--- config.mk ---
export PLATFORM = sky130hd
export DESIGN_NAME = two_priority_record_spool
export DESIGN_NICKNAME = d
export VERILOG_FILES = /design/src/hw/rtl/tprs_pkg.sv /design/src/hw/rtl/two_priority_record_spool.sv /design/src/hw/rtl/tprs_ring.sv /design/src/hw/rtl/tprs_crc.sv
export VERILOG_INCLUDE_DIRS = /design/src /design/src/hw/rtl
export SDC_FILE = /design/constraint.sdc
export NUM_CORES = 2
export LEC_CHECK = 0
export BUFFER_PORTS_ARGS = -buffer_cell sky130_fd_sc_hd__buf_2
export CORE_MARGIN = 2
export CORE_UTILIZATION = 60
export DETAILED_ROUTE_END_ITERATION = 10
export PLACE_DENSITY = 0.82
export SYNTH_ARGS = -nofsm -noshare
export SYNTH_HDL_FRONTEND = slang
export SYNTH_SLANG_ARGS = --single-unit
--- constraint.sdc ---
create_clock -name clock -period 12.59 [get_ports clock]
set_clock_uncertainty 0.05 [all_clocks]
set_input_delay 1.259 -clock clock [delete_from_list [all_inputs] [get_ports clock]]
set_output_delay 1.259 -clock clock [all_outputs]
set_load 0.005 [all_outputs]
--- src/hw/rtl/two_priority_record_spool_macros.svh ---
// ---------------------------------------------------------------------------
// Assertion macros for the two-priority record spool
// Clocked on clock, disabled during reset.
// ---------------------------------------------------------------------------
`ifndef TWO_PRIORITY_RECORD_SPOOL_MACROS_SVH
`define TWO_PRIORITY_RECORD_SPOOL_MACROS_SVH

// same-cycle implication
`define TPRS_ASSERT_NOW(lbl, ante, cons, msg) \
   lbl: assert property (@(posedge clock) disable iff (reset) (ante) |-> (cons)) \
      else $error(msg);

// next-cycle implication
`define TPRS_ASSERT_NEXT(lbl, ante, cons, msg) \
   lbl: assert property (@(posedge clock) disable iff (reset) (ante) |=> (cons)) \
      else $error(msg);

`endif

--- src/hw/rtl/tprs_pkg.sv ---
// ---------------------------------------------------------------------------
// tprs_pkg
// Shared types, command codes and the CRC-16 byte step for the record spool.
// ---------------------------------------------------------------------------
package tprs_pkg;

   localparam int LEN_W     = 10;
   localparam int HDR_BYTES = 11;

   localparam logic [2:0] CMD_BEGIN_NORMAL   = 3'd0;
   localparam logic [2:0] CMD_BEGIN_CRITICAL = 3'd1;
   localparam logic [2:0] CMD_PAYLOAD        = 3'd2;
   localparam logic [2:0] CMD_REPLAY         = 3'd3;
   localparam logic [2:0] CMD_CLEAR          = 3'd4;

   localparam logic [15:0] CRC_INIT = 16'hFFFF;
   localparam logic [15:0] CRC_POLY = 16'h1021;
   localparam logic [15:0] CRC_TOP  = 16'h8000;

   localparam logic [15:0] REPLAY_INTERVAL_RESET = 16'd100;

   typedef struct packed {
      logic [5:0]       pad;
      logic [31:0]      now_ms;
      logic [7:0]       data_byte;
      logic [LEN_W-1:0] length;
      logic [31:0]      timestamp;
      logic [31:0]      sequence_req;
   } req_type;

   typedef struct packed {
      logic [3:0]  pad;
      logic [31:0] replay_count;
      logic [31:0] drop_count;
      logic [3:0]  critical_count;
      logic [4:0]  normal_count;
      logic        record_done;
      logic [15:0] record_crc;
      logic [15:0] replayed_crc;
      logic [31:0] replayed_sequence;
      logic        replayed;
      logic        accepted;
   } rsp_type;

   typedef struct packed {
      logic [31:0] seq;
      logic [15:0] crc;
   } entry_type;

   typedef struct packed {
      logic clear;
      logic push;
      logic pop;
   } ring_ctl_type;

   typedef struct packed {
      logic start;
      logic byte_en;
   } crc_ctl_type;

   typedef struct packed {
      logic busy;
      logic last;
   } crc_sts_type;

   function automatic logic [15:0] crc_byte(input logic [15:0] c, input logic [7:0] b);
      logic [15:0] v;
      v = c ^ {b, 8'h00};
      for (int i = 0; i < 8; i++) begin
         if ((v & CRC_TOP) != 16'h0000) begin
            v = (v << 1) ^ CRC_POLY;
         end else begin
            v = v << 1;
         end
      end
      return v;
   endfunction

endpackage

--- src/hw/rtl/two_priority_record_spool.sv ---
// ---------------------------------------------------------------------------
// two_priority_record_spool
// Normal and critical overwrite-oldest record rings with CRC-16 and replay.
// ---------------------------------------------------------------------------
// Usage: each req transfer carries one command in req_tuser (begin normal,
// begin critical, payload byte, replay, clear) with its header, byte and time
// in req_tdata. Every command gives exactly one rsp transfer with the status,
// the ring fills and the drop and replay counters after the command.
// The result is registered and appears in the cycle after the transfer; a
// popping replay reads the ring memory into the ring's read register and
// passes through S_READ to the output register. Payload bytes, clears and
// refused commands leave the block idle; an accepted begin holds it in S_HDR
// while the CRC unit folds the 11 header bytes in one byte per cycle.
// csr_wr_en writes the replay interval in milliseconds; write it only while
// the block is idle.
// Reset empties both rings, zeroes counters and times and sets the interval
// to 100. Ring memories hold no reset; only filled entries are ever read.
// When rsp_tready is low the result holds in the output register and
// req_tready drops until it is taken; nothing is lost.
// ---------------------------------------------------------------------------
`include "two_priority_record_spool_macros.svh"

module two_priority_record_spool
   import tprs_pkg::*;
#(
   parameter int NORMAL_DEPTH   = 16,
   parameter int CRITICAL_DEPTH = 8,
   parameter int MAX_PAYLOAD    = 512
) (
   input  logic          clock,
   input  logic          reset,
   input  logic          req_tvalid,
   output logic          req_tready,
   // sequence_req[31:0], timestamp[63:32], length[73:64], data_byte[81:74],
   // now_ms[113:82], zero fill[119:114]
   input  logic [119:0]  req_tdata,
   // command[2:0]
   input  logic [2:0]    req_tuser,
   output logic          rsp_tvalid,
   input  logic          rsp_tready,
   // accepted[0], replayed[1], replayed_sequence[33:2], replayed_crc[49:34],
   // record_crc[65:50], record_done[66], normal_count[71:67],
   // critical_count[75:72], drop_count[107:76], replay_count[139:108],
   // zero fill[143:140]
   output logic [143:0]  rsp_tdata,
   input  logic          csr_wr_en,
   input  logic [15:0]   csr_wr_data
);

   localparam int NFW = $clog2(NORMAL_DEPTH + 1);
   localparam int CFW = $clog2(CRITICAL_DEPTH + 1);
   localparam logic [LEN_W-1:0] MAX_LEN = LEN_W'(MAX_PAYLOAD);

   localparam logic [1:0] S_IDLE = 2'd0;
   localparam logic [1:0] S_HDR  = 2'd1;
   localparam logic [1:0] S_READ = 2'd2;

   req_type           req;
   logic              accept;
   logic [1:0]        state_ff, state_in;
   rsp_type           rsp_ff, rsp_in, res;
   logic              rsp_valid_ff, rsp_valid_in;
   logic [15:0]       interval_ff;
   logic [31:0]       drops_ff, drops_in;
   logic [31:0]       replays_ff, replays_in;
   logic [31:0]       last_time_ff, last_time_in;
   logic [31:0]       last_seq_ff, last_seq_in;
   logic [31:0]       pend_seq_ff, pend_seq_in;
   logic [LEN_W-1:0]  bytes_left_ff, bytes_left_in;
   logic              crit_ff, crit_in;
   logic              full_len_ff, full_len_in;
   logic              sel_crit_ff, sel_crit_in;
   logic              begin_crit, begin_ok;
   logic              replay_due;
   logic [31:0]       elapsed;
   logic [7:0]        hash_byte;

   ring_ctl_type      n_ctl, c_ctl;
   entry_type         wr_entry, n_rd, c_rd;
   logic [NFW-1:0]    n_fill_next;
   logic [CFW-1:0]    c_fill_next;
   logic              n_full, c_full;
   logic              n_empty, c_empty;

   crc_ctl_type       crc_ctl;
   crc_sts_type       crc_sts;
   logic [15:0]       crc_next;
   logic [HDR_BYTES*8-1:0] header;

   assign req        = req_tdata;
   assign req_tready = (state_ff == S_IDLE) && (!rsp_valid_ff || rsp_tready);
   assign accept     = req_tvalid && req_tready;
   assign rsp_tvalid = rsp_valid_ff;
   assign rsp_tdata  = rsp_ff;

   assign begin_crit = (req_tuser == CMD_BEGIN_CRITICAL);
   assign begin_ok   = (req.length != '0) && (req.length <= MAX_LEN) &&
                       !(!begin_crit && (req.sequence_req == last_seq_ff) &&
                         (last_seq_ff != 32'd0));
   assign header     = {7'd0, begin_crit, 6'd0, req.length, req.timestamp,
                        req.sequence_req};
   assign hash_byte  = ((bytes_left_ff == LEN_W'(1)) && full_len_ff) ? 8'd0 : req.data_byte;
   assign elapsed    = req.now_ms - last_time_ff;
   assign replay_due = (elapsed >= {16'd0, interval_ff});
   assign wr_entry   = '{seq: pend_seq_ff, crc: crc_next};

   always_comb begin
      state_in      = state_ff;
      rsp_in        = rsp_ff;
      rsp_valid_in  = rsp_valid_ff && !rsp_tready;
      drops_in      = drops_ff;
      replays_in    = replays_ff;
      last_time_in  = last_time_ff;
      last_seq_in   = last_seq_ff;
      pend_seq_in   = pend_seq_ff;
      bytes_left_in = bytes_left_ff;
      crit_in       = crit_ff;
      full_len_in   = full_len_ff;
      sel_crit_in   = sel_crit_ff;
      n_ctl         = '0;
      c_ctl         = '0;
      crc_ctl       = '0;
      res           = '0;

      unique case (state_ff)
         S_IDLE: begin
            if (accept) begin
               rsp_valid_in = 1'b1;
               case (req_tuser) inside
                  CMD_BEGIN_NORMAL, CMD_BEGIN_CRITICAL: begin
                     if (begin_ok) begin
                        if (!begin_crit) begin
                           last_seq_in = req.sequence_req;
                        end
                        bytes_left_in  = req.length;
                        pend_seq_in    = req.sequence_req;
                        crit_in        = begin_crit;
                        full_len_in    = (req.length == MAX_LEN);
                        crc_ctl.start  = 1'b1;
                        state_in       = S_HDR;
                        res.accepted   = 1'b1;
                     end else begin
                        bytes_left_in = '0;
                     end
                  end
                  CMD_PAYLOAD: begin
                     if (bytes_left_ff != '0) begin
                        crc_ctl.byte_en = 1'b1;
                        bytes_left_in   = bytes_left_ff - 1'b1;
                        res.accepted    = 1'b1;
                        if (bytes_left_ff == LEN_W'(1)) begin
                           res.record_done = 1'b1;
                           res.record_crc  = crc_next;
                           if (crit_ff) begin
                              c_ctl.push = 1'b1;
                           end else begin
                              n_ctl.push = 1'b1;
                              if (n_full) begin
                                 drops_in = drops_ff + 32'd1;
                              end
                           end
                        end
                     end
                  end
                  CMD_REPLAY: begin
                     if ((!n_empty || !c_empty) && replay_due) begin
                        last_time_in = req.now_ms;
                        replays_in   = replays_ff + 32'd1;
                        sel_crit_in  = !c_empty;
                        if (!c_empty) begin
                           c_ctl.pop = 1'b1;
                        end else begin
                           n_ctl.pop = 1'b1;
                        end
                        rsp_valid_in = 1'b0;
                        state_in     = S_READ;
                     end
                  end
                  CMD_CLEAR: begin
                     n_ctl.clear   = 1'b1;
                     c_ctl.clear   = 1'b1;
                     bytes_left_in = '0;
                     res.accepted  = 1'b1;
                  end
                  default: begin
                  end
               endcase
            end
         end
         S_HDR: begin
            if (crc_sts.last) begin
               state_in = S_IDLE;
            end
         end
         S_READ: begin
            res.replayed          = 1'b1;
            res.replayed_sequence = sel_crit_ff ? c_rd.seq : n_rd.seq;
            res.replayed_crc      = sel_crit_ff ? c_rd.crc : n_rd.crc;
            rsp_valid_in          = 1'b1;
            state_in              = S_IDLE;
         end
         default: begin
            state_in = S_IDLE;
         end
      endcase

      res.normal_count   = 5'(n_fill_next);
      res.critical_count = 4'(c_fill_next);
      res.drop_count     = drops_in;
      res.replay_count   = replays_in;
      if (rsp_valid_in && !(rsp_valid_ff && !rsp_tready)) begin
         rsp_in = res;
      end
   end

   always_ff @(posedge clock) begin
      if (reset) begin
         state_ff      <= S_IDLE;
         rsp_valid_ff  <= 1'b0;
         interval_ff   <= REPLAY_INTERVAL_RESET;
         drops_ff      <= '0;
         replays_ff    <= '0;
         last_time_ff  <= '0;
         last_seq_ff   <= '0;
         pend_seq_ff   <= '0;
         bytes_left_ff <= '0;
         crit_ff       <= 1'b0;
         full_len_ff   <= 1'b0;
         sel_crit_ff   <= 1'b0;
      end else begin
         state_ff      <= state_in;
         rsp_valid_ff  <= rsp_valid_in;
         if (csr_wr_en) begin
            interval_ff <= csr_wr_data;
         end
         drops_ff      <= drops_in;
         replays_ff    <= replays_in;
         last_time_ff  <= last_time_in;
         last_seq_ff   <= last_seq_in;
         pend_seq_ff   <= pend_seq_in;
         bytes_left_ff <= bytes_left_in;
         crit_ff       <= crit_in;
         full_len_ff   <= full_len_in;
         sel_crit_ff   <= sel_crit_in;
      end
   end

   always_ff @(posedge clock) begin
      rsp_ff <= rsp_in;
   end

   tprs_ring #(
      .DEPTH(NORMAL_DEPTH)
   ) u_normal_ring (
      .clock     (clock),
      .reset     (reset),
      .ctl       (n_ctl),
      .wr_entry  (wr_entry),
      .rd_entry  (n_rd),
      .fill_next (n_fill_next),
      .full      (n_full),
      .empty     (n_empty)
   );

   tprs_ring #(
      .DEPTH(CRITICAL_DEPTH)
   ) u_critical_ring (
      .clock     (clock),
      .reset     (reset),
      .ctl       (c_ctl),
      .wr_entry  (wr_entry),
      .rd_entry  (c_rd),
      .fill_next (c_fill_next),
      .full      (c_full),
      .empty     (c_empty)
   );

   tprs_crc u_crc (
      .clock    (clock),
      .reset    (reset),
      .ctl      (crc_ctl),
      .header   (header),
      .byte_in  (hash_byte),
      .crc_next (crc_next),
      .sts      (crc_sts)
   );

   `TPRS_ASSERT_NOW(a_hdr_busy, state_ff == S_HDR, crc_sts.busy, "header state without CRC work")
   `TPRS_ASSERT_NOW(a_read_slot_free, state_ff == S_READ, !rsp_valid_ff, "read with result held")
   `TPRS_ASSERT_NEXT(a_read_delivers, state_ff == S_READ, rsp_valid_ff && state_ff == S_IDLE, "replay result missing")
   `TPRS_ASSERT_NOW(a_bytes_bound, 1'b1, bytes_left_ff <= MAX_LEN, "byte count above maximum")
   `TPRS_ASSERT_NOW(a_crit_full_seen, c_ctl.push && c_full, c_fill_next == CFW'(CRITICAL_DEPTH), "critical push")

endmodule

--- src/hw/rtl/tprs_ring.sv ---
// ---------------------------------------------------------------------------
// tprs_ring
// Overwrite-oldest ring of sequence/CRC entries in a one-port-read memory.
// ---------------------------------------------------------------------------
`include "two_priority_record_spool_macros.svh"

module tprs_ring
   import tprs_pkg::*;
#(
   parameter int DEPTH = 16
) (
   input  logic                           clock,
   input  logic                           reset,
   input  ring_ctl_type                   ctl,
   input  entry_type                      wr_entry,
   output entry_type                      rd_entry,
   output logic [$clog2(DEPTH+1)-1:0]     fill_next,
   output logic                           full,
   output logic                           empty
);

   localparam int AW = $clog2(DEPTH);
   localparam int FW = $clog2(DEPTH + 1);
   localparam logic [AW-1:0] LAST_IDX = AW'(DEPTH - 1);
   localparam logic [FW-1:0] FULL_CNT = FW'(DEPTH);
   localparam logic [FW:0]   DEPTH_W  = (FW+1)'(DEPTH);

   entry_type         mem [DEPTH];
   entry_type         rd_ff;
   logic [AW-1:0]     head_ff, head_in;
   logic [FW-1:0]     fill_ff, fill_in;
   logic [FW:0]       oldest_sum, oldest_wrap;
   logic [AW-1:0]     rd_addr;

   assign full        = (fill_ff == FULL_CNT);
   assign empty       = (fill_ff == '0);
   assign oldest_sum  = (FW+1)'(head_ff) + DEPTH_W - (FW+1)'(fill_ff);
   assign oldest_wrap = (oldest_sum >= DEPTH_W) ? oldest_sum - DEPTH_W : oldest_sum;
   assign rd_addr     = oldest_wrap[AW-1:0];
   assign rd_entry    = rd_ff;
   assign fill_next   = fill_in;

   always_comb begin
      head_in = head_ff;
      fill_in = fill_ff;
      if (ctl.clear) begin
         head_in = '0;
         fill_in = '0;
      end else if (ctl.push) begin
         head_in = (head_ff == LAST_IDX) ? '0 : head_ff + 1'b1;
         fill_in = full ? fill_ff : fill_ff + 1'b1;
      end else if (ctl.pop) begin
         fill_in = fill_ff - 1'b1;
      end
   end

   always_ff @(posedge clock) begin
      if (reset) begin
         head_ff <= '0;
         fill_ff <= '0;
      end else begin
         head_ff <= head_in;
         fill_ff <= fill_in;
      end
   end

   always_ff @(posedge clock) begin
      if (ctl.push) begin
         mem[head_ff] <= wr_entry;
      end
      if (ctl.pop) begin
         rd_ff <= mem[rd_addr];
      end
   end

   `TPRS_ASSERT_NOW(a_fill_bound, 1'b1, fill_ff <= FULL_CNT, "ring fill above depth")
   `TPRS_ASSERT_NOW(a_pop_nonempty, ctl.pop, fill_ff != '0, "pop from empty ring")
   `TPRS_ASSERT_NOW(a_push_pop_excl, ctl.push, !ctl.pop && !ctl.clear, "push collides")

endmodule

--- src/hw/rtl/tprs_crc.sv ---
// ---------------------------------------------------------------------------
// tprs_crc
// CRC-16/CCITT-FALSE accumulator: header sequenced one byte per cycle,
// payload bytes folded in one per transfer.
// ---------------------------------------------------------------------------
module tprs_crc
   import tprs_pkg::*;
(
   input  logic                  clock,
   input  logic                  reset,
   input  crc_ctl_type           ctl,
   input  logic [HDR_BYTES*8-1:0] header,
   input  logic [7:0]            byte_in,
   output logic [15:0]           crc_next,
   output crc_sts_type           sts
);

   localparam logic [3:0] HDR_CNT = 4'(HDR_BYTES);

   logic [15:0]            acc_ff, acc_in;
   logic [HDR_BYTES*8-1:0] sh_ff, sh_in;
   logic [3:0]             cnt_ff, cnt_in;

   assign crc_next = crc_byte(acc_ff, byte_in);
   assign sts.busy = (cnt_ff != 4'd0);
   assign sts.last = (cnt_ff == 4'd1);

   always_comb begin
      acc_in = acc_ff;
      sh_in  = sh_ff;
      cnt_in = cnt_ff;
      if (ctl.start) begin
         acc_in = CRC_INIT;
         sh_in  = header;
         cnt_in = HDR_CNT;
      end else if (sts.busy) begin
         acc_in = crc_byte(acc_ff, sh_ff[7:0]);
         sh_in  = sh_ff >> 8;
         cnt_in = cnt_ff - 4'd1;
      end else if (ctl.byte_en) begin
         acc_in = crc_next;
      end
   end

   always_ff @(posedge clock) begin
      if (reset) begin
         acc_ff <= CRC_INIT;
         cnt_ff <= 4'd0;
      end else begin
         acc_ff <= acc_in;
         cnt_ff <= cnt_in;
      end
   end

   always_ff @(posedge clock) begin
      sh_ff <= sh_in;
   end

endmodule
==> run summary <==
Status: finished, final reports clean
GPL Wtd Cong: 0.867
Worst setup EP type: flip-flop
Crit-path max FO: 112
Cell Area, Placed: 71200 µm²
Sequential-to-total area share from yosys stat: 71.2%
Dpl hpwl: 91300 µm
Vias: 39704
Met2 WL: 84300 µm
Final nets: 4739
Die height: 341 µm
Post-CTS sizing: 0
Gate power share: 5.7%
DR WL/cell: 27.8 µm
Top cell type by total area after synthesis: edfxtp_1
Area of the multi-input gates: 18700 µm²
Sequential share of power: 53.1%
Worst Tran Pin Value: 1.35 ns
Clk sink count: 1691
Num CTS Buffers: 163
Syn Area/Cell: 16.1 µm²
Syn Inst Count: 4236
CTS tree: built
Final WS setup: 5.81 ns
RSZ-0062 raised after global routing: false
Synth Cell Area: 68100 µm²
Pwr/cell area: 157 nW/µm²
Clock tree buffer depth: 3
Cell variety after synth: 83
Synth top area share: 64.5%
VDD IR max: 0.132 mV
Fraction of registers with async set/reset: 0%
Final hold slack: 0.406 ns
# fillers: 6991
Worst slew margin: 9.95%
Crit Path Category: in -> reg
Leakage: 25.2 nW
Top sig layer: met5
CP required: 12.96 ns
Dpl ws: 5.17 ns
Post-synth EDFFs: 1463
Fin crit share: 53.8%
Cell Count, Final, Fillers Out: 6168
Final instance area: 76700 µm²
Worst-Skew Late Latency: 0.80 ns
Drt via density: 6.44
Clock power share: 41.1%
Global Route Usage Sum: 29.7%
Max Transition Viols Final: 0
Area grow syn2layout: 12.6%
Net Sw Frac: 22.6%
Routed wire length: 171000 µm
Post-route ant nets: 0
Setup TNS: 0 ns
# Post-CTS Setup Buffers: 0
Die area: 116000 µm²
Drt first pass iters: 7
Layout cells sized above 1: 21.5%
Global-route wire length before repair: 256000 µm
P_sw: 2.72 mW
Yosys warning count: 0
Initial antenna violation count: 10
Core box area: 112000 µm²
# placed instances: 5861
FF/Latch Area: 48500 µm²
# IOs: 290
CP Data Arrival Time: 7.14 ns
CP Launch Type: input pin
Tmin final: 6.78 ns
Ys flop type: edfxtp_1
Power Total: 12.0 mW
Met3 WL post-DR: 17100 µm
Hold_buf cts: 0
Max Cap Viol: 0
Starting DRT DRC Count: 4894
Synth area leaders: edfxtp_1 65%, mux4_2 9.5%, dfxtp_1 6.7%
Starting density of the core: 60.5%
H-tree Lvls: 4
Seq cells post-synth: 1691
Core Util, Final: 68.2%
Max Freq: 148 MHz
Vias in the first global route: 40339
Die W: 341 µm
Root buf cell: clkbuf_16
GRT overflow: 0
Worst-path clk slew: 0.06 ns
Cell Int Power: 9.32 mW
Hold WC Path Type: reg -> reg
Final setup fails: 0
Largest net degree at the start of global routing: 113
Number of hold violations in the final report: 0
# DRC: 0
M1 WL: 62700 µm
PortBufs: 279
Rows: 123
## synthesized netlist by cell type, drive strengths merged (73+ instances only)
cell type,number
edfxtp,1463
nand2,537
mux4,288
dfxtp,228
nor2,198
a21oi,162
clkbuf,156
and2,128
xnor2,91
inv,87
xor2,84
o21ai,73
## registers in the layout, summed over array words and instances (netlist names), 16 cells and up
signal                    count
drops_ff                     32
interval_ff                  16
last_seq_ff                  32
last_time_ff                 32
pend_seq_ff                  32
replays_ff                   32
rsp_tdata                   140
u_crc.acc_ff                 16
u_crc.sh_ff                  75
u_critical_ring.mem         384
u_critical_ring.rd_entry     48
u_normal_ring.mem           768
u_normal_ring.rd_entry       48
## area by class of cell
cell class	count	share of cell area (%)
antenna	4	0.0131
multi-input combinational	2245	24.3
sequential	1691	63.3
clock buffer	211	5.69
timing repair buffer	339	2.44
tap	1500	2.45
clock inverter	91	1.38
inverter	87	0.429
## critical path, cell delays in order
cell       delay [ns]
buf_2            0.09
inv_1            0.05
ha_1             0.23
fa_1             0.41
nor2b_1          0.20
o2111ai_1        0.21
a2111oi_0        0.45
nor3_1           0.20
xnor2_1          0.17
ha_1             0.32
and4_1           0.19
a211o_1          0.29
a2111oi_0        0.29
and3_1           0.23
nand3_1          0.09
nor3_1           0.21
nand4_1          0.36
a21oi_1          0.25
nor2_1           0.10
nor2_4           0.72
buf_12           0.47
## worst paths after layout
path / slack (ns) / startpoint / cells after the start / end
max: 5.81 / req_tdata[82] / 21 / rsp_tdata[27]$_SDFFCE_PN0P_
min: 0.41 / last_time_ff[8]$_SDFFE_PP0P_ / 2 / last_time_ff[8]$_SDFFE_PP0P_
max reg2reg: 6.13 / last_time_ff[0]$_SDFFE_PP0P_ / 19 / rsp_tdata[27]$_SDFFCE_PN0P_
min reg2reg: 0.41 / last_time_ff[8]$_SDFFE_PP0P_ / 2 / last_time_ff[8]$_SDFFE_PP0P_
## power groups by stage
stage	registers [mW]	clock network (mW)	logic (mW)
2_1_floorplan	6.51	0	0.381
3_3_place_gp	6.51	0	0.642
3_5_place_dp	6.52	0	0.667
4_1_cts	6.40	4.99	0.676
5_1_grt	6.41	5.18	0.751
6_report	6.40	4.95	0.689
## routing by layer
layer | vias to the layer above | GRT usage [%]
met1 | 19986 | 39.4
met5 | - | 0
met3 | 476 | 6.17
li1 | 16724 | -
met4 | 16 | 12.2
met2 | 2502 | 48.6
## cells by family after synthesis
kind of cell	synth area share, %
simple gates	7.60
xor+xnor	2.26
flops	71.2
compound gates	4.09
other cells	0.00551
buf+inv	1.76
mux	11.8
fa+ha+maj	1.28
## placed cells by master (no fill, tap or decap), drive strengths merged, types with 84 or more instances in the layout
cell type	n
edfxtp	1463
nor2	198
nand2	537
buf	339
and2	128
xnor2	91
inv	96
dfxtp	228
clkbuf	211
a21oi	162
mux4	288
xor2	84
Note: power is estimated with default switching activity, not from simulation.
